===== src/rtl/sds_ram.sv =====
module sds_ram #(
   parameter int Width = 8,
   parameter int Depth = 16
) (
   input  logic                     clock,
   input  logic                     wr_en,
   input  logic [$clog2(Depth)-1:0] wr_addr,
   input  logic [Width-1:0]         wr_data,
   input  logic [$clog2(Depth)-1:0] rd_addr,
   output logic [Width-1:0]         rd_data
);

   logic [Width-1:0] mem [Depth];
   logic [Width-1:0] rd_data_ff;

   always_ff @(posedge clock) begin
      if (wr_en) begin
         mem[wr_addr] <= wr_data;
      end
      rd_data_ff <= mem[rd_addr];
   end

   assign rd_data = rd_data_ff;

endmodule


===== config.mk =====
export PLATFORM = sky130hd
export DESIGN_NAME = sds_ram
export DESIGN_NICKNAME = d
export VERILOG_FILES = /design/src/rtl/sds_ram.sv
export SDC_FILE = /design/constraint.sdc
export NUM_CORES = 1
export LEC_CHECK = 0
export BUFFER_PORTS_ARGS = -buffer_cell sky130_fd_sc_hd__buf_2
export CAP_MARGIN = 25
export CORE_UTILIZATION = 55
export CTS_BUF_LIST = sky130_fd_sc_hd__clkbuf_8 sky130_fd_sc_hd__clkbuf_16
export DETAILED_ROUTE_END_ITERATION = 12
export GPL_ROUTABILITY_DRIVEN = 0
export PLACE_DENSITY = 0.78
export SETUP_SLACK_MARGIN = 0.2
export SYNTH_ARGS = -nofsm -noshare
export SYNTH_HDL_FRONTEND = slang
export SYNTH_SLANG_ARGS = --single-unit

===== constraint.sdc =====
create_clock -name clock -period 2 [get_ports clock]
set_input_delay 0.3 -clock clock [delete_from_list [all_inputs] [get_ports clock]]
set_output_delay 0.3 -clock clock [all_outputs]
set_load 0.005 [all_outputs]

==> impl_results.md, run 1 <==
- Status: finished, final reports clean
- Worst Hold Path EP: mem[12][2]
- Crit Path Class: flip-flop to flip-flop
- Post-synthesis register bit count: 136
- DP HPWL: 5990 microns
- Top Ports: 26
- Hold Violations, Final: 0
- IO buf count: 25
- Total CTS buffers: 17
- Routed WL per cell: 25.2 microns
- Clk root buf: clkbuf_8
- Crit-path cells: mux4_2, a22oi_1, nand2_1
- Tcrit/Tclk final: 71.8%
- Hold WC Path Type: input pin to flip-flop
- Gr usage total: 23.4%
- Max stage delay cell, worst path: mux4_2
- Vias in the first global route: 2700
- DRT iter0 DRCs: 163
- Post-Place Worst Slack: 0.205 ns
- Flop2flop setup slack: 0.56 ns
- CTS resizes: 0
- P_leak: 2.11 nW
- Postcts setup bufs: 0
- CTS hold repair buffers: 0
- Die width: 98.7 microns
- CP max stage delay: 0.49 ns
- Reported net switching power: 1.33 mW
- Crit path launch type: flip-flop
- Vias: 2542
- Setup violators final: 0
- Drc violations: 0
- Max Slew Vio Count: 0
- Number of diodes: 0
- Worst vdd ir: 685 uV
- Comb pwr share: 4.6%
- Number of H-tree levels: 4
- Final WL: 10200 microns
- First-pass GRT wire length: 15400 microns
- RSZ-0062 raised after global routing: no
- Starting Density: 57.9%
- Core area: 8890 sq um
- Largest net degree at the start of global routing: 33
- Die Ht: 98.7 microns
- Relative slew slack: 74.0%
- Net Sw Frac: 20.3%
- Cell area power density: 1070 nW/um^2
- Syn avg cell area: 22.5 sq um
- P_int: 5.22 mW
- Nets: 302
- Clock group share of total power: 46.4%
- HP Start: wr_data[2]
- Syn Nets: 247
- R2R cell count: 3
- Post-Syn Instances: 229
- Fmax: 0.697 GHz
- CTS max path bufs: 2
- Layout cell share with drive strength beyond 1: 32.3%
- Site Rows: 34
- Routed Antenna Nets: 0
- CTS tree: built
- Final Util: 68.7%
- Post-synth cell types: 19
- Sequential area share after synthesis: 77.8%
- Actual slew at the worst max-slew pin: 0.389 ns
- CTS sink count: 136
- Required time worst endpoint: 2.38 ns
- Drt first pass iters: 4
- Clock Skews: 0.00750 ns
- Fill cell count: 519
- Hold depth: 1
- Initial antenna violation count: 0
- Synth-to-Final Area Change: 18.6%
- FF-to-FF Start: mem[15][6]
- CP top delay family: multiplexers
- Sequential share of power: 49.0%
- Yosys Warn Count: 0
- Die area: 9750 sq um
- GRT Residual Overflow: 0
- Fin crit period: 1.44 ns
- Clock latency on the worst-skew pair: 0.51 ns
- CP bufs+invs: 0
- Max cap viols: 0
- Post-Syn Area: 5150 sq um
- Setup TNS: 0 ns
- CP Capture Type: flip-flop
- Number of vias per cell: 6.28
- Arrival time at the worst endpoint: 1.82 ns
- Clock-pin slew on the worst setup and hold paths: 0.06 ns
- Worst-path fanout max: 1
- Reg-to-reg critical path endpoint: rd_data[6]
- Final worst slack: 0.564 ns
## worst reg2reg max path, stage by stage (launching register included)
cell and delay (ns):
edfxtp_1 0.39, mux4_2 0.50, a22oi_1 0.31, nand2_1 0.11
## worst max path at each step
stage / startpoint / to / slack (ns) / cells past startpoint
CTS: mem[15][6] / rd_data[6] / 0.54 / 3
floorplan: wr_addr[2] / mem[0][0] / 0.21 / 2
global route: mem[15][6] / rd_data[6] / 0.52 / 3
finish: mem[15][6] / rd_data[6] / 0.56 / 3
global placement: rd_addr[0] / rd_data[6] / 0.25 / 5
detailed placement: rd_addr[0] / rd_data[6] / 0.21 / 5
## power groups by stage
stage | Clock [mW] | Sequential, mW | Combinational (mW)
2_1_floorplan | 0 | 3.26 | 0.162
3_3_place_gp | 0 | 3.26 | 0.290
3_5_place_dp | 0 | 3.27 | 0.297
4_1_cts | 3.08 | 3.21 | 0.303
5_1_grt | 3.17 | 3.21 | 0.322
6_report | 3.04 | 3.21 | 0.298
## Yosys cell counts (all sizes together)
cell | count | share of area, %
dfxtp | 8 | 3.1
mux4 | 32 | 15
nand3b | 2 | 0.29
nand3 | 1 | 0.097
clkdlybuf4s25 | 3 | 0.58
nor3 | 4 | 0.39
nand2b | 2 | 0.24
nand2 | 9 | 0.66
or3b | 1 | 0.17
and2b | 1 | 0.15
buf | 7 | 1.1
nor2b | 1 | 0.12
and2 | 1 | 0.12
nor2 | 13 | 0.95
edfxtp | 128 | 75
a22oi | 16 | 2.3
## routing by layer
layer | up-vias | global-route usage (%) | part of all wire [%]
li1 | 1092 | - | -
met1 | 1288 | 28.9 | 37
met2 | 135 | 37.0 | 52
met3 | 27 | 5.25 | 8.2
met4 | 0 | 16.9 | 3.1
met5 | - | 0 | 0
## sequential cells by signal (all words and copies together) (netlist names)
register,cells
mem,128
rd_data,8
## layout by cell type (no fill, tap or decap), drive strengths merged
cell type / instances
a22oi: 16
and2: 1
and2b: 1
buf: 46
bufinv: 3
clkbuf: 17
clkinv: 7
clkinvlp: 2
dfxtp: 8
edfxtp: 128
inv: 3
mux4: 32
nand2: 9
nand2b: 2
nand3: 1
nand3b: 2
nor2: 13
nor2b: 1
nor3: 4
or3b: 1
## cell type report
cell class	instances	area, sq um	share of cell area, %
sequential	136	4000	65.6
multi-input combinational	83	1060	17.3
clock buffer	17	414	6.78
timing repair buffer	46	320	5.24
clock inverter	15	176	2.89
tap	108	135	2.21
## cell families after synthesis
| group | after synthesis | share of synthesized area (%) |
|---|---|---|
| flops | 136 | 77.8 |
| simple gates | 35 | 3.18 |
| mux | 32 | 15.0 |
| compound gates | 16 | 2.33 |
| buf+inv | 10 | 1.68 |
## per-stage QoR
| stage | hold WS, ns | cell area, sq um | std cells | power, mW |
|---|---|---|---|---|
| final | 0.169 | 6110 | 405 | 6.55 |
| after global routing | 0.162 | 6110 | 405 | 6.71 |
| after CTS | 0.153 | 6110 | 405 | 6.59 |
| after detailed placement | 0.676 | 5520 | 373 | 3.56 |
| after global placement | 0.654 | 5520 | 373 | 3.55 |
| after floorplan | 0.399 | 5150 | 229 | 3.42 |
Note: power is estimated with default switching activity, not from simulation.
==> inputs of run 2 (changes only) <==
clock period = 1.37 ns   (was 2 ns; I/O delays follow)
==> run 2 against run 1 <==
  * Sequential power is 46% higher
  * Routed wire length is 4.9% lower
  * Power is 44% higher
  * First-iteration DRC count is 47% higher
  * Non-clock buffer count is 10 higher
  * Combinational power is 68% higher
  * Critical endpoint is now rd_data[1]
  * Largest power group unchanged
==> impl_results.md, run 2 (synthesized netlist as in run 1, its figures left out) <==
- Arrival time at the worst endpoint: 1.70 ns (-0.12 ns)
- Setup violators final: 0 (unchanged)
- Routed Antenna Nets: 0 (unchanged)
- GRT Residual Overflow: 0 (unchanged)
- Die Ht: 98.7 microns (unchanged)
- DP Area: 5660 sq um (+2.5%)
- Die width: 98.7 microns (unchanged)
- Final WL: 9690 microns (-4.9%)
- Synth-to-Final Area Change: 22.0%
- Core area: 8890 sq um (unchanged)
- Biggest register: mem
- CTS max path bufs: 2 (unchanged)
- Number of diodes: 0 (unchanged)
- Layout Cells excl Fill: 415 (+2.5%)
- Status: finished, final reports clean
- CTS sink count: 136 (unchanged)
- Flop2flop setup slack: 0.07 ns (-0.49 ns)
- Site Rows: 34 (unchanged)
- Number of H-tree levels: 4 (unchanged)
- Routing usage on met3: 6.10% (+0.85 points)
- Crit path launch type: flip-flop
- DRT iter0 DRCs: 240 (+47%)
- Nets: 312 (+3.3%)
- Fill cell count: 510 (-1.7%)
- Initial antenna violation count: 0 (unchanged)
- Tcrit/Tclk final: 94.6% (+23 points)
- Vias in the first global route: 2591 (-4.0%)
- Worst Hold Path EP: mem[4][7]
- P_leak: 2.10 nW (-0.34%)
- First-pass GRT wire length: 14800 microns (-3.9%)
- Relative slew slack: 51.8% (-22 points)
- Drt first pass iters: 5 (+1)
- Worst-path fanout max: 1 (unchanged)
- Commonest non-fill, non-tap cell in the layout: edfxtp_1
- Actual slew at the worst max-slew pin: 0.721 ns (+0.331 ns)
- Postcts setup bufs: 0 (unchanged)
- Required time worst endpoint: 1.78 ns (-0.60 ns)
- Reg-to-reg critical path endpoint: rd_data[1]
- Routed WL per cell: 23.4 microns (-7.2%)
- Final hold slack: 0.0671 ns (-0.102 ns)
- FF-to-FF Start: mem[0][1]
- Gr usage total: 22.4% (-1.1 points)
- Number of vias per cell: 5.98 (-4.7%)
- Vias: 2483 (-2.3%)
- Max cap viols: 0 (unchanged)
- CTS tree: built
- Die area: 9750 sq um (unchanged)
- Fin crit period: 1.30 ns (-0.140 ns)
- Top Ports: 26 (unchanged)
- Hold WC Path Type: input pin to flip-flop
- Clock-pin slew on the worst setup and hold paths: 0.06 ns (about the same)
- Met1 usage: 29.7% (+0.84 points)
- DP HPWL: 6210 microns (+3.6%)
- Most frequent cells in the layout: 128 x edfxtp_1, 32 x mux4_2, 24 x buf_4
- Clock Skews: 0.00644 ns (-0.00106 ns)
- CP Capture Type: flip-flop
- Max Slew Vio Count: 0 (unchanged)
- Total power: 9.46 mW (+44%)
- Drc violations: 0 (unchanged)
- Largest net degree at the start of global routing: 17 (-48%)
- IO buf count: 25 (unchanged)
- HP Start: wr_data[7]
- Hold depth: 1 (unchanged)
- Fmax: 0.772 GHz (+11%)
- Starting Density: 57.9% (unchanged)
- Hold Violations, Final: 0 (unchanged)
- GR Layer Usage met2: 35.0% (-2.0 points)
- Number of flip-flops in the largest register: 128 (unchanged)
- Final instance area: 6280 sq um (+2.8%)
- Clock latency on the worst-skew pair: 0.52 ns (about the same)
- CTS hold repair buffers: 0 (unchanged)
- Crit Path Class: flip-flop to flip-flop
- RSZ-0062 raised after global routing: yes
- Total CTS buffers: 17 (unchanged)
- Cell area power density: 1510 nW/um^2 (+40%)
- Clk root buf: clkbuf_8
- Layout cell share with drive strength beyond 1: 46.6% (+14 points)
- Setup TNS: 0 ns (unchanged)
- Worst vdd ir: 1120 uV (+63%)
- R2R cell count: 3 (unchanged)
- Most Used Layer, Global Route: met2
- Placed insts: 383 (+2.7%)
[run 2: cell count changes in the layout (fill, tap and decap cells not counted), sizes merged]
| cell | delta |
|---|---|
| buf | +10 |
| bufinv | -2 |
| clkinvlp | +3 |
| clkbuf | +3 |
| clkinv | -4 |
[run 2: metrics by stage]
stage                     util [%]  setup WS (ns)
final                         70.6         0.0744
after global routing          70.6         0.0232
after CTS                     70.4         0.0751
after detailed placement      63.6         -0.307
after global placement        63.6         -0.294
after floorplan                  -         0.0314
[run 2: report_power, final]
group	switching, mW	internal, mW	leakage [nW]
combinational	0.262	0.239	0.611
sequential	0.0282	4.65	1.22
clock	1.71	2.57	0.267
[run 2: area by class of cell]
class | count | area [sq um] | area share (%)
Multi-Input combinational cell | 83 | 1100 | 17.5
Clock buffer | 20 | 455 | 7.25
Sequential cell | 136 | 4010 | 63.9
Timing Repair Buffer | 56 | 464 | 7.39
Clock inverter | 12 | 116 | 1.85
Tap cell | 108 | 135 | 2.15
[run 2: worst max-delay path, stage by stage, from the launching register on]
cell and delay (ns):
edfxtp_1 0.37, mux4_2 0.50, a22oi_2 0.24, nand2_1 0.07
[run 2: worst max path at each step]
stage	startpoint	end
floorplan	wr_addr[2]	mem[0][0]
global placement	rd_addr[0]	rd_data[1]
detailed placement	rd_addr[0]	rd_data[1]
CTS	mem[0][1]	rd_data[1]
global route	mem[0][1]	rd_data[1]
finish	mem[0][1]	rd_data[1]
[run 2: per-layer routing]
metal / wire [microns] / part of all wire (%)
met1: 4010 / 41
met5: 0 / 0
met2: 4830 / 50
met4: 221 / 2.3
met3: 632 / 6.5
[run 2: repair_timing]
action	CTS	global route
endpoints found under the hold margin	0	0
pin swaps	2	1
cloned	0	0
endpoints found under the setup margin	10	15
resized for setup	9	5
==> inputs of run 3 (changes only) <==
clock period = 1.41 ns   (was 1.37 ns; I/O delays follow)
==> run 3 against run 2 <==
  * Sequential cell count is the same
  * Highest routed layer unchanged
  * Critical endpoint is now rd_data[7]
  * Die area is the same
  * Worst hold slack gained 0.017 ns
  * Clock skew grew 0.0016 ns
  * Critical path depth is the same
  * Largest cell class unchanged
==> impl_results.md, run 3 (synthesized netlist as in run 1, its figures left out) <==
- Clock-pin slew on the worst setup and hold paths: 0.06 ns (about the same)
- Arrival time at the worst endpoint: 1.69 ns (about the same)
- Post-Place Worst Slack: -0.205 ns (+0.102 ns)
- Biggest register: mem
- Routed Antenna Nets: 0 (unchanged)
- Max cap viols: 0 (unchanged)
- Total CTS buffers: 17 (unchanged)
- Total power: 8.92 mW (-5.8%)
- Number of diodes: 0 (unchanged)
- Nets: 308 (-1.3%)
- Core area: 8890 sq um (unchanged)
- Placed insts: 379 (-1.0%)
- Hold WC Path Type: input pin to flip-flop
- Crit-path cells: mux4_2, a22oi_2, nand2_1
- Vias: 2569 (+3.5%)
- Vias in the first global route: 2564 (-1.0%)
- DP HPWL: 6570 microns (+5.9%)
- Layout Cells excl Fill: 410 (-1.2%)
- Relative slew slack: 39.1% (-13 points)
- Final worst slack: 0.113 ns (+0.0382 ns)
- CP bufs+invs: 0 (unchanged)
- CP max stage delay: 0.50 ns (about the same)
- Layout cell share with drive strength beyond 1: 43.7% (-2.9 points)
- Number of H-tree levels: 4 (unchanged)
- Clk root buf: clkbuf_8
- Synth-to-Final Area Change: 20.2%
- Max stage delay cell, worst path: mux4_2
- Final Util: 69.6% (-1.1 points)
- IO buf count: 25 (unchanged)
- Tcrit/Tclk final: 92.0% (-2.6 points)
- Initial antenna violation count: 0 (unchanged)
- GRT Residual Overflow: 0 (unchanged)
- Worst vdd ir: 689 uV (-38%)
- Site Rows: 34 (unchanged)
- Die Ht: 98.7 microns (unchanged)
- CTS sink count: 136 (unchanged)
- Number of vias per cell: 6.27 (+4.7%)
- Clock latency on the worst-skew pair: 0.51 ns (about the same)
- Crit path launch type: flip-flop
- Required time worst endpoint: 1.80 ns (+0.02 ns)
- Final WL: 10600 microns (+9.4%)
- Setup violators final: 0 (unchanged)
- Actual slew at the worst max-slew pin: 0.911 ns (+0.190 ns)
- Gr usage total: 24.1% (+1.8 points)
- Setup TNS: 0 ns (unchanged)
- CTS tree: built
- CTS max path bufs: 2 (unchanged)
- Die width: 98.7 microns (unchanged)
- Hold Violations, Final: 0 (unchanged)
- Number of flip-flops in the largest register: 128 (unchanged)
- Worst-path fanout max: 1 (unchanged)
- CTS hold repair buffers: 0 (unchanged)
- Fmax: 0.771 GHz (-0.14%)
- Drc violations: 0 (unchanged)
- Clock Skews: 0.00801 ns (+0.00157 ns)
- P_leak: 2.07 nW (-1.7%)
- Most frequent cells in the layout: 128 x edfxtp_1, 32 x mux4_2, 24 x buf_2
- Crit Path Class: flip-flop to flip-flop
- Die area: 9750 sq um (unchanged)
- Status: finished, final reports clean
- CP top delay family: multiplexers
- DRT iter0 DRCs: 238 (-0.83%)
- Postcts setup bufs: 0 (unchanged)
- Max Slew Vio Count: 0 (unchanged)
- First-pass GRT wire length: 15800 microns (+6.5%)
- CP Capture Type: flip-flop
- Commonest non-fill, non-tap cell in the layout: edfxtp_1
- Starting Density: 57.9% (unchanged)
- Fin crit period: 1.30 ns (+0.00184 ns)
- Largest net degree at the start of global routing: 22 (+5)
- Drt first pass iters: 5 (unchanged)
- Routed WL per cell: 25.9 microns (+11%)
- Top Ports: 26 (unchanged)
- Cell area power density: 1440 nW/um^2 (-4.3%)
- RSZ-0062 raised after global routing: yes
## run 3: layout make-up
class	count	area, sq um
well taps	108	135
clock inverters	14	111
repair buffers	52	422
multi-input cells	83	1090
flip-flops and latches	136	4010
fillers	534	2710
clock buffers	17	414
## run 3: worst reg2reg max path: stages, from the launching register on
cell      delay [ns]
edfxtp_1        0.41
mux4_2          0.51
a22oi_2         0.20
nand2_1         0.06
## run 3: metrics by stage
| step | cell area, sq um | hold WS (ns) |
|---|---|---|
| final | 6180 | 0.0842 |
| after detailed placement | 5610 | 0.607 |
| after global placement | 5610 | 0.593 |
| after global routing | 6180 | 0.0752 |
| after floorplan | 5180 | 0.310 |
| after CTS | 6160 | 0.0632 |
## run 3: what timing repair did
action	4_1_cts	5_1_grt
pin swaps	3	2
endpoints found under the setup margin	11	13
resized for setup	9	6
## run 3: per-layer routing
metal  vias to the layer above  track usage, %  share of wire (%)
li1                       1086               -                  -
met1                      1307            33.1                 39
met2                       154            37.2                 50
met3                        22            6.52                8.2
met4                         0            9.99                2.2
met5                         -               0                  0
## run 3: report_power, final
group	leakage [nW]	switching (mW)	total [mW]	internal, mW
registers	1.22	0.0372	4.56	4.53
clock network	0.246	1.57	3.87	2.29
logic	0.596	0.263	0.485	0.222
## run 3: final timing paths
check / start / endpoint / slack (ns) / depth (start not counted)
setup reg to reg: mem[1][7] / rd_data[7] / 0.11 / 3
hold / removal: wr_data[7] / mem[3][7] / 0.08 / 1
setup / recovery: mem[1][7] / rd_data[7] / 0.11 / 3
hold reg to reg: mem[15][3] / rd_data[3] / 0.68 / 3
