## src/rtl/sds_pkg.sv

```systemverilog
package sds_pkg;

   localparam int ValW = 7;
   localparam int IdxW = 6;

   // Result of the greedy walk, passed from the walker to the output stage.
   typedef struct packed {
      logic [ValW-1:0] value;
      logic            last;
      logic            status;
   } result_type;

   // Walker state machine, one-hot encoded.
   typedef enum logic [7:0] {
      W_IDLE  = 8'b00000001,
      W_CHECK = 8'b00000010,
      W_READ  = 8'b00000100,
      W_STEP  = 8'b00001000,
      W_POP   = 8'b00010000,
      W_PREP  = 8'b00100000,
      W_EMIT  = 8'b01000000,
      W_ERR   = 8'b10000000
   } walk_state_type;

endpackage

```

## src/rtl/sds_ram.sv

```systemverilog
module sds_ram #(
   parameter int Width = 8,
   parameter int Depth = 16
) (
   input  logic                     clock,
   input  logic                     wr_en,
   input  logic [$clog2(Depth)-1:0] wr_addr,
   input  logic [Width-1:0]         wr_data,
   input  logic [$clog2(Depth)-1:0] rd_addr,
   output logic [Width-1:0]         rd_data
);

   logic [Width-1:0] mem [Depth];
   logic [Width-1:0] rd_data_ff;

   always_ff @(posedge clock) begin
      if (wr_en) begin
         mem[wr_addr] <= wr_data;
      end
      rd_data_ff <= mem[rd_addr];
   end

   assign rd_data = rd_data_ff;

endmodule

```

## src/rtl/sds_walk.sv

```systemverilog
// Back end: checks the loaded run and walks it with a stack greedy,
// then drains the stack bottom to top as results, or emits a single error result for an invalid run.
module sds_walk #(
   parameter int MaxValues = 64,
   parameter int LenW      = 13,
   parameter int AddrW     = 12
) (
   input  logic                      clock,
   input  logic                      reset,
   input  logic                      go,
   input  logic [LenW-1:0]           length,
   input  logic                      error_in,
   input  logic [MaxValues-1:0]      seen,
   input  logic [sds_pkg::ValW-1:0]  value_count,
   output logic [AddrW-1:0]          rd_addr,
   input  logic [sds_pkg::IdxW-1:0]  rd_data,
   output logic [sds_pkg::IdxW-1:0]  lp_addr,
   input  logic [AddrW-1:0]          lp_data,
   output logic                      done,
   output logic                      res_valid,
   output sds_pkg::result_type       res
);

   localparam int SpW  = $clog2(MaxValues + 1);
   localparam int StkW = $clog2(MaxValues);

   sds_pkg::walk_state_type state_ff, state_in;
   logic [LenW-1:0]          pos_ff, pos_in;
   logic [SpW-1:0]           sp_ff, sp_in;
   logic [SpW-1:0]           out_ff, out_in;
   logic [MaxValues-1:0]     taken_ff, taken_in;
   logic [sds_pkg::IdxW-1:0] top_ff, top_in;
   logic                     push;
   logic                     pop;
   logic                     bad_val;
   logic                     missing;
   logic [MaxValues-1:0]     need;
   logic [SpW-1:0]           sp_dec2;
   logic [SpW-1:0]           out_inc;
   logic [StkW-1:0]          stk_rd_addr;
   logic [sds_pkg::IdxW-1:0] stk_rd_data;

   assign rd_addr = pos_ff[AddrW-1:0];
   assign sp_dec2 = sp_ff - SpW'(2);
   assign out_inc = out_ff + SpW'(1);

   // The last position of the stack top is looked up by a registered read ahead of the step; after a
   // pop the new top comes straight from the stack memory.
   assign lp_addr = (state_ff == sds_pkg::W_POP) ? stk_rd_data : top_ff;

   always_comb begin
      for (int i = 0; i < MaxValues; i++) begin
         need[i] = (i < int'(value_count));
      end
   end
   assign missing = |(need & ~seen);
   // A seen value above K means some stored value is out of range.
   assign bad_val = |(seen & ~need);

   assign pop = (sp_ff != '0) && (top_ff > rd_data) &&
                ({1'b0, lp_data} > pos_ff - LenW'(1));

   sds_ram #(.Width(sds_pkg::IdxW), .Depth(MaxValues)) u_stack (
      .clock  (clock),
      .wr_en  (push),
      .wr_addr(sp_ff[StkW-1:0]),
      .wr_data(rd_data),
      .rd_addr(stk_rd_addr),
      .rd_data(stk_rd_data)
   );

   always_comb begin
      state_in    = state_ff;
      pos_in      = pos_ff;
      sp_in       = sp_ff;
      out_in      = out_ff;
      taken_in    = taken_ff;
      top_in      = top_ff;
      push        = 1'b0;
      done        = 1'b0;
      res_valid   = 1'b0;
      res         = '0;
      stk_rd_addr = '0;
      unique case (state_ff)
         sds_pkg::W_IDLE: begin
            if (go) begin
               state_in = sds_pkg::W_CHECK;
            end
         end
         sds_pkg::W_CHECK: begin
            taken_in = '0;
            sp_in    = '0;
            out_in   = '0;
            pos_in   = '0;
            if (error_in || value_count == '0 ||
                value_count > sds_pkg::ValW'(MaxValues) || missing || bad_val) begin
               state_in = sds_pkg::W_ERR;
            end else begin
               state_in = sds_pkg::W_READ;
               pos_in   = LenW'(1);
            end
         end
         sds_pkg::W_READ: begin
            // The element at pos-1 and the last position of the top are read now.
            state_in = sds_pkg::W_STEP;
         end
         sds_pkg::W_STEP: begin
            if (taken_ff[rd_data]) begin
               if (pos_ff == length) state_in = sds_pkg::W_PREP;
               else begin
                  pos_in   = pos_ff + LenW'(1);
                  state_in = sds_pkg::W_READ;
               end
            end else if (pop) begin
               taken_in[top_ff] = 1'b0;
               sp_in       = sp_ff - SpW'(1);
               stk_rd_addr = sp_dec2[StkW-1:0];
               state_in    = sds_pkg::W_POP;
            end else begin
               if (sp_ff < SpW'(MaxValues)) begin
                  push = 1'b1;
                  taken_in[rd_data] = 1'b1;
                  sp_in  = sp_ff + SpW'(1);
                  top_in = rd_data;
               end
               if (pos_ff == length) state_in = sds_pkg::W_PREP;
               else begin
                  pos_in   = pos_ff + LenW'(1);
                  state_in = sds_pkg::W_READ;
               end
            end
         end
         sds_pkg::W_POP: begin
            top_in   = stk_rd_data;
            state_in = sds_pkg::W_STEP;
         end
         sds_pkg::W_PREP: begin
            // The bottom entry is read here so that results follow every cycle.
            state_in = sds_pkg::W_EMIT;
         end
         sds_pkg::W_EMIT: begin
            res_valid   = 1'b1;
            res.value   = sds_pkg::ValW'(stk_rd_data) + sds_pkg::ValW'(1);
            res.last    = (out_inc == sp_ff);
            stk_rd_addr = out_inc[StkW-1:0];
            out_in      = out_inc;
            if (res.last) begin
               state_in = sds_pkg::W_IDLE;
               done     = 1'b1;
            end
         end
         sds_pkg::W_ERR: begin
            res_valid  = 1'b1;
            res.last   = 1'b1;
            res.status = 1'b1;
            state_in   = sds_pkg::W_IDLE;
            done       = 1'b1;
         end
         default: state_in = sds_pkg::W_IDLE;
      endcase
   end

   always_ff @(posedge clock) begin
      if (reset) begin
         state_ff <= sds_pkg::W_IDLE;
         sp_ff    <= '0;
         taken_ff <= '0;
      end else begin
         state_ff <= state_in;
         sp_ff    <= sp_in;
         taken_ff <= taken_in;
      end
      pos_ff <= pos_in;
      out_ff <= out_in;
      top_ff <= top_in;
   end

endmodule

```

## config.mk

```make
export PLATFORM = sky130hd
export DESIGN_NAME = sds_walk
export DESIGN_NICKNAME = d
export VERILOG_FILES = /design/src/rtl/sds_pkg.sv /design/src/rtl/sds_ram.sv /design/src/rtl/sds_walk.sv
export SDC_FILE = /design/constraint.sdc
export NUM_CORES = 1
export LEC_CHECK = 0
export ABC_AREA = 1
export BUFFER_PORTS_ARGS = -buffer_cell sky130_fd_sc_hd__buf_2
export CAP_MARGIN = 40
export CORE_MARGIN = 1
export CORE_UTILIZATION = 45
export DETAILED_ROUTE_END_ITERATION = 10
export GPL_TIMING_DRIVEN = 0
export PLACE_DENSITY_LB_ADDON = 0.2
export SETUP_SLACK_MARGIN = 0.1
export SLEW_MARGIN = 25
export SYNTH_ARGS = -nofsm -noshare
export SYNTH_HDL_FRONTEND = slang
export SYNTH_SLANG_ARGS = --single-unit
```

## constraint.sdc

```tcl
create_clock -name clock -period 11.45 [get_ports clock]
set_input_delay 1.145 -clock clock [delete_from_list [all_inputs] [get_ports clock]]
set_output_delay 1.145 -clock clock [all_outputs]
set_load 0.02 [all_outputs]
```

==> results.cfg, run 1 <==
[outcome]
status = finished clean

[setup_path]
cp.arrival_ps = 7080
worstSetupEndpointType = flop
cp_max_fo = 69
cp.required_ps = 11970
cp-start-kind = input port
crit_type = in2reg

[placement]
portBuffers = 132
dpl.cell_count = 3867
place_congestion = 1.02
dp_hpwl_um = 62500

[sta]
hold_viol = 0
fin_crit_ps = 6560
slew_headroom_pct = 39.6
drv_slew = 0
timing.final.crit_share_pct = 57.3
finalSetupViolCount = 0
worst_pin_slew_ps = 903
rsz0062_at_grt = no
fmax_mhz = 152
fin_tns_setup_ps = 0
fin_skew_ps = 30.5

[yosys]
syn_nets = 3115
synth_edf_count = 410
yosysMostFrequentCell = nand2_1
ys_types = 51
yosys_warnings = 0
synth_common_cells = nand2_1, nand3_1, edfxtp_1
postSynthCellCount = 2973
avgSynthCellArea_um2 = 8.68
syn_area_um2 = 25800
synth_ff_type = edfxtp_1
yosys-top-cells-area = edfxtp_1, nand2_1, nand3_1
seq_area_frac_synth_pct = 54.3
synth.top_cell.area_share_pct = 47.7
synth_async_sr_flop_share_pct = 0
synth-seq-cells = 495
yosys.area.top_type = edfxtp_1

[global_route]
grt_antenna_before_repair = 3
grt_pass1_vias = 22100
grt_overflow = 0
grt_max_degree = 70
grt_pass1_wl_um = 133000
track_usage_pct = 30.0

[routing]
dr_wl_met3_um = 8740
drtIter0Drc = 2903
num_vias = 23200
via_per_inst = 5.86
wl_met2_um = 40500
drt_wl_total_um = 89700
drc_errors = 0
drt-pass1-iter-count = 7
top_layer_used = met4
drt-met1-wl_um = 36200
wl_per_cell_um = 22.6
ant_nets = 0

[finish]
fin_util_pct = 51.9
regArea_um2 = 14000
fin_nets = 3310
drive_gt1_share_pct = 10.8
synthToLayoutAreaGrowth_pct = 13.7
stdcell_count = 3967
fill_cells = 5251
multi_input_area_um2 = 10000

[clock_tree]
cts_inserted_buffers = 53
clk_latency_ps = 620
clockBufferDepth = 3
clk_pin_slew_ps = 60
cts.sinks = 495
ctsHtreeMaxLevel = 2
root_buffer = clkbuf_16
cts_setup_buffers = 0
cts_hold_buf = 0
cts_resized = 0
cts_tree = done

[min_path]
hold_path.class = reg2reg

[flow_run]
cap_violations = 0

[pwr]
vdd_ir_drop_max_uv = 111
clkPwrFrac_pct = 45.3
cellInternalPower_mw = 3.04
swShare_pct = 22.5
power_leakage_nw = 11.3
power.switching_mw = 0.882
powerDensity_nw_per_um2 = 134
power_frac_comb_pct = 4.9
seqPwrFrac_pct = 49.8

[floorplanning]
dieWidth_um = 242
fp.dieArea_um2 = 58300
top_level_ports = 135
coreArea_um2 = 56500
rows = 87
die_h_um = 242
start_util_pct = 45.7
==> power groups by stage <==
stage	clock, mW	combinational (mW)	sequential (mW)
floorplan	0	0.0951	1.99
global placement	0	0.182	2.00
detailed placement	0	0.188	1.99
CTS	1.78	0.189	1.96
global route	1.85	0.210	1.96
finish	1.78	0.193	1.96
==> metrics by stage <==
stage / instance area (um^2) / worst slack (ps) / total power, mW / hold WS (ps)
2_1_floorplan: 25800 / 7080 / 2.09 / 450
3_5_place_dp: 27500 / 4350 / 2.18 / 468
3_3_place_gp: 27400 / 3760 / 2.18 / 458
6_report: 29300 / 4890 / 3.93 / 473
5_1_grt: 29300 / 4440 / 4.02 / 505
4_1_cts: 29300 / 5010 / 3.93 / 479
==> worst paths after layout <==
path | start | end | slack, ps | cells past startpoint
setup / recovery | rd_data[5] | u_stack.rd_data[4] | 4890 | 22
hold / removal | taken_ff[18] | taken_ff[18] | 470 | 2
setup reg to reg | pos_ff[0] | u_stack.rd_data[4] | 4900 | 27
hold reg to reg | taken_ff[18] | taken_ff[18] | 470 | 2
==> cell type report <==
class                           count  area share (%)
Antenna cell                        1         0.00853
Buffer                            170            2.99
Clock buffer                       63            4.79
Clock inverter                     34            1.25
Inverter                          247            3.17
Multi-Input combinational cell   2061            34.1
Sequential cell                   495            47.8
Tap cell                          756            3.22
Timing Repair Buffer              140            2.70
==> logic make-up (layout without fill, tap and decap cells) <==
logic type,count (synthesis),after routing,synth area share [%]
buffers and inverters,417,654,7.00
other,0,1,0
AOI/OAI and AO/OA,392,392,8.75
adders and majority gates,36,36,1.77
xor gates and xnor gates,38,38,1.29
and+or+nand+nor,1595,1595,26.9
DFF,495,495,54.3
==> registers in the layout, indices dropped and copies added, names as in the netlist <==
register,flops
state_ff,8
out_ff,7
u_stack.mem,384
pos_ff,13
top_ff,6
taken_ff,64
sp_ff,7
u_stack.rd_data,6
==> cell usage in the layout (no fill, tap or decap), types with 68 or more instances in the layout <==
cell type / n
a21oi_1: 118
buf_2: 178
clkbuf_1: 68
dfxtp_1: 85
edfxtp_1: 410
inv_1: 237
nand2_1: 773
nand3_1: 524
nor2_1: 191
o21ai_0: 165
==> critical path, cell delays in order <==
cell      delay, ps
buf_4           610
inv_1           330
ha_1            400
nand2_1          70
nor2_1          130
a21oi_1          80
nor2_1          140
and2_1          150
nand3_2         180
inv_1           160
clkbuf_1        520
clkbuf_1        650
ha_1            280
nand2_1          90
o22ai_4         330
clkbuf_1        680
nand3_1         210
nand3_1         160
nand3_1         160
nand3_1         130
nand3_1         130
nand2_1         240
==> metal layers <==
metal,GRT usage (%),vias to the layer above
li1,-,10600
met1,40.3,11000
met2,47.7,1373
met3,4.71,265
met4,13.6,0
met5,0,-
(Power assumes the default switching activity.)
==> run 2: changes to the inputs <==
--- a/config.mk
+++ b/config.mk
@@ -5,7 +5,7 @@
 export SDC_FILE = /design/constraint.sdc
 export NUM_CORES = 1
 export LEC_CHECK = 0
-export ABC_AREA = 1
+export ABC_AREA = 0
 export BUFFER_PORTS_ARGS = -buffer_cell sky130_fd_sc_hd__buf_2
 export CAP_MARGIN = 40
 export CORE_MARGIN = 1
==> constraint.sdc (replaced) <==
create_clock -name clock -period 5.7 [get_ports clock]
set_input_delay 0.57 -clock clock [delete_from_list [all_inputs] [get_ports clock]]
set_output_delay 0.57 -clock clock [all_outputs]
set_load 0.02 [all_outputs]
==> results.cfg, run 2 <==
[setup_path]
cp.arrival_ps = 6310
cp_max_fo = 4
crit_family = compound AO/OA/AOI/OAI gates
crit_top_cell = buf_6
max_stage_delay_ps = 490
path_buf_inv = 6
cp-start-kind = flop
worstSetupEndpointType = flop
crit_slowest_cell = a2111oi_4
cp.required_ps = 6140
crit_type = reg2reg

[placement]
post_dp_cell_area_um2 = 26500
dp_hpwl_um = 58500
portBuffers = 130
place_congestion = 0.930

[finish]
fill_cells = 4706
layout_commonest_cell = edfxtp_1
layout_top_registers = u_stack.mem: 384 flops, taken_ff: 64 flops, pos_ff: 13 flops
top_register = u_stack.mem
synthToLayoutAreaGrowth_pct = 17.2
fin_nets = 2669
postLayoutCellArea_um2 = 29200
fin_util_pct = 53.8
drive_gt1_share_pct = 15.9
final_cell_mix = edfxtp_1, nand2_1, nand3_1
largest_reg_flops = 384

[routing]
dr_wl_met3_um = 9480
drtIter0Drc = 2787
drt-pass1-iter-count = 7
wl_met2_um = 38100
drt_wl_total_um = 85600
wl_per_cell_um = 26.2
top_layer_used = met5
via_per_inst = 6.33
ant_nets = 0
drc_errors = 0
num_vias = 20700
drt-met1-wl_um = 34700

[yosys]
yosys-top-cells-area = edfxtp_1, dfxtp_1, mux2i_1
synth_ff_type = edfxtp_1
avgSynthCellArea_um2 = 10.8
syn_nets = 2445
syn_area_um2 = 24900
synth_async_sr_flop_share_pct = 0
yosysMostFrequentCell = edfxtp_1
synth-seq-cells = 495
seq_area_frac_synth_pct = 56.3
synth_edf_count = 410
synth.top_cell.area_share_pct = 49.5
synth_common_cells = edfxtp_1, nand2_1, nand3_1
yosys.area.top_type = edfxtp_1
postSynthCellCount = 2303
ys_types = 80
yosys_warnings = 0

[pwr]
powerDensity_nw_per_um2 = 266
total_power_mw = 7.76
vdd_ir_drop_max_uv = 327
power_leakage_nw = 10.3

[floorplanning]
rows = 85
top_level_ports = 135
fp.dieArea_um2 = 56200
coreArea_um2 = 54200
dieWidth_um = 237
die_h_um = 237
start_util_pct = 45.9

[sta]
fin_tns_setup_ps = -388
rsz0062_at_grt = yes
timing.final.crit_share_pct = 103
finalSetupViolCount = 6
fin_crit_ps = 5870
fin_skew_ps = 21.7
hold_viol = 0
fmax_mhz = 170
holdWs_ps = 295
worst_slack_ps = -165
worst_pin_slew_ps = 892
slew_headroom_pct = 40.6
drv_slew = 0

[global_route]
grt_max_degree = 69
grt_pass1_wl_um = 126000
grt_pass1_vias = 19900
grt_overflow = 0
track_usage_pct = 30.0
grt_antenna_before_repair = 1

[clock_tree]
clk_pin_slew_ps = 60
cts_hold_buf = 0
cts.sinks = 495
ctsHtreeMaxLevel = 2
clk_latency_ps = 630
clockBufferDepth = 3
root_buffer = clkbuf_16
cts_tree = done
cts_inserted_buffers = 54

[outcome]
violations = negative setup slack
status = complete, but fails checks

[flow_run]
cap_violations = 0

[min_path]
hold_path.class = in2reg
## run 2: cell types whose count changed after synthesis, sizes merged, moves of 42 or more
cell | before | now
nand2 | 774 | 295
nand3 | 527 | 171
inv | 247 | 38
mux2i | 0 | 164
o21ai | 170 | 122
clkbuf | 60 | 105
buf | 110 | 68
## run 2: through the flow
step	setup WS [ps]	std cells
floorplan	166	2303
global placement	-2760	3129
detailed placement	-2220	3137
CTS	-249	3264
global route	-346	3269
finish	-165	3269
## run 2: path summary, 6_finish.rpt
check / startpoint / end / slack, ps / cells past startpoint
setup reg to reg: pos_ff[3] / u_stack.rd_data[0] / -170 / 26
hold / removal: go / state_ff[1] / 290 / 3
hold reg to reg: taken_ff[22] / taken_ff[22] / 480 / 2
setup / recovery: pos_ff[3] / u_stack.rd_data[0] / -170 / 26
## run 2: routing by layer
layer,track usage [%],vias up
li1,-,9139
met1,41.2,10100
met2,46.5,1260
met3,6.67,220
met4,11.3,2
met5,1.04,-
## run 2: repair_timing
item | 4_1_cts | 5_1_grt
setup buffers | 26 | 3
hold endpoints to repair | 0 | 0
setup endpoints to repair | 19 | 390
cloned | 1 | 0
gates resized for setup | 121 | 19
pin swaps | 33 | 19
## run 2: cell families after synthesis
logic type | share of synthesized area (%)
buffers and inverters | 3.66
xor gates and xnor gates | 2.39
AOI/OAI and AO/OA | 13.8
DFF | 56.3
adders and majority gates | 1.84
and+or+nand+nor | 14.8
muxes | 7.19
## run 2: final cells by class
class                      count  area (um^2)  share of cell area, %
antenna                        1         2.50                0.00858
clock buffer                  64         1440                   4.94
clock inverter                37          314                   1.08
sequential                   495        14000                   48.1
tap                          696          871                   2.99
buffer                       171          920                   3.15
multi-input combinational   1597        10400                   35.7
inverter                      38          143                  0.489
timing repair buffer         170         1050                   3.60
## run 2: worst min-delay path, delay by kind of cell
family / cells / cell delay [ps]
buffers and inverters: 1 / 100
AO/OA/AOI/OAI: 2 / 180
## run 2: power breakdown
| group | switching, mW | internal, mW |
|---|---|---|
| Clock | 1.49 | 1.99 |
| Sequential | 0.00506 | 3.91 |
| Combinational | 0.257 | 0.110 |
| Total | 1.75 | 6.01 |
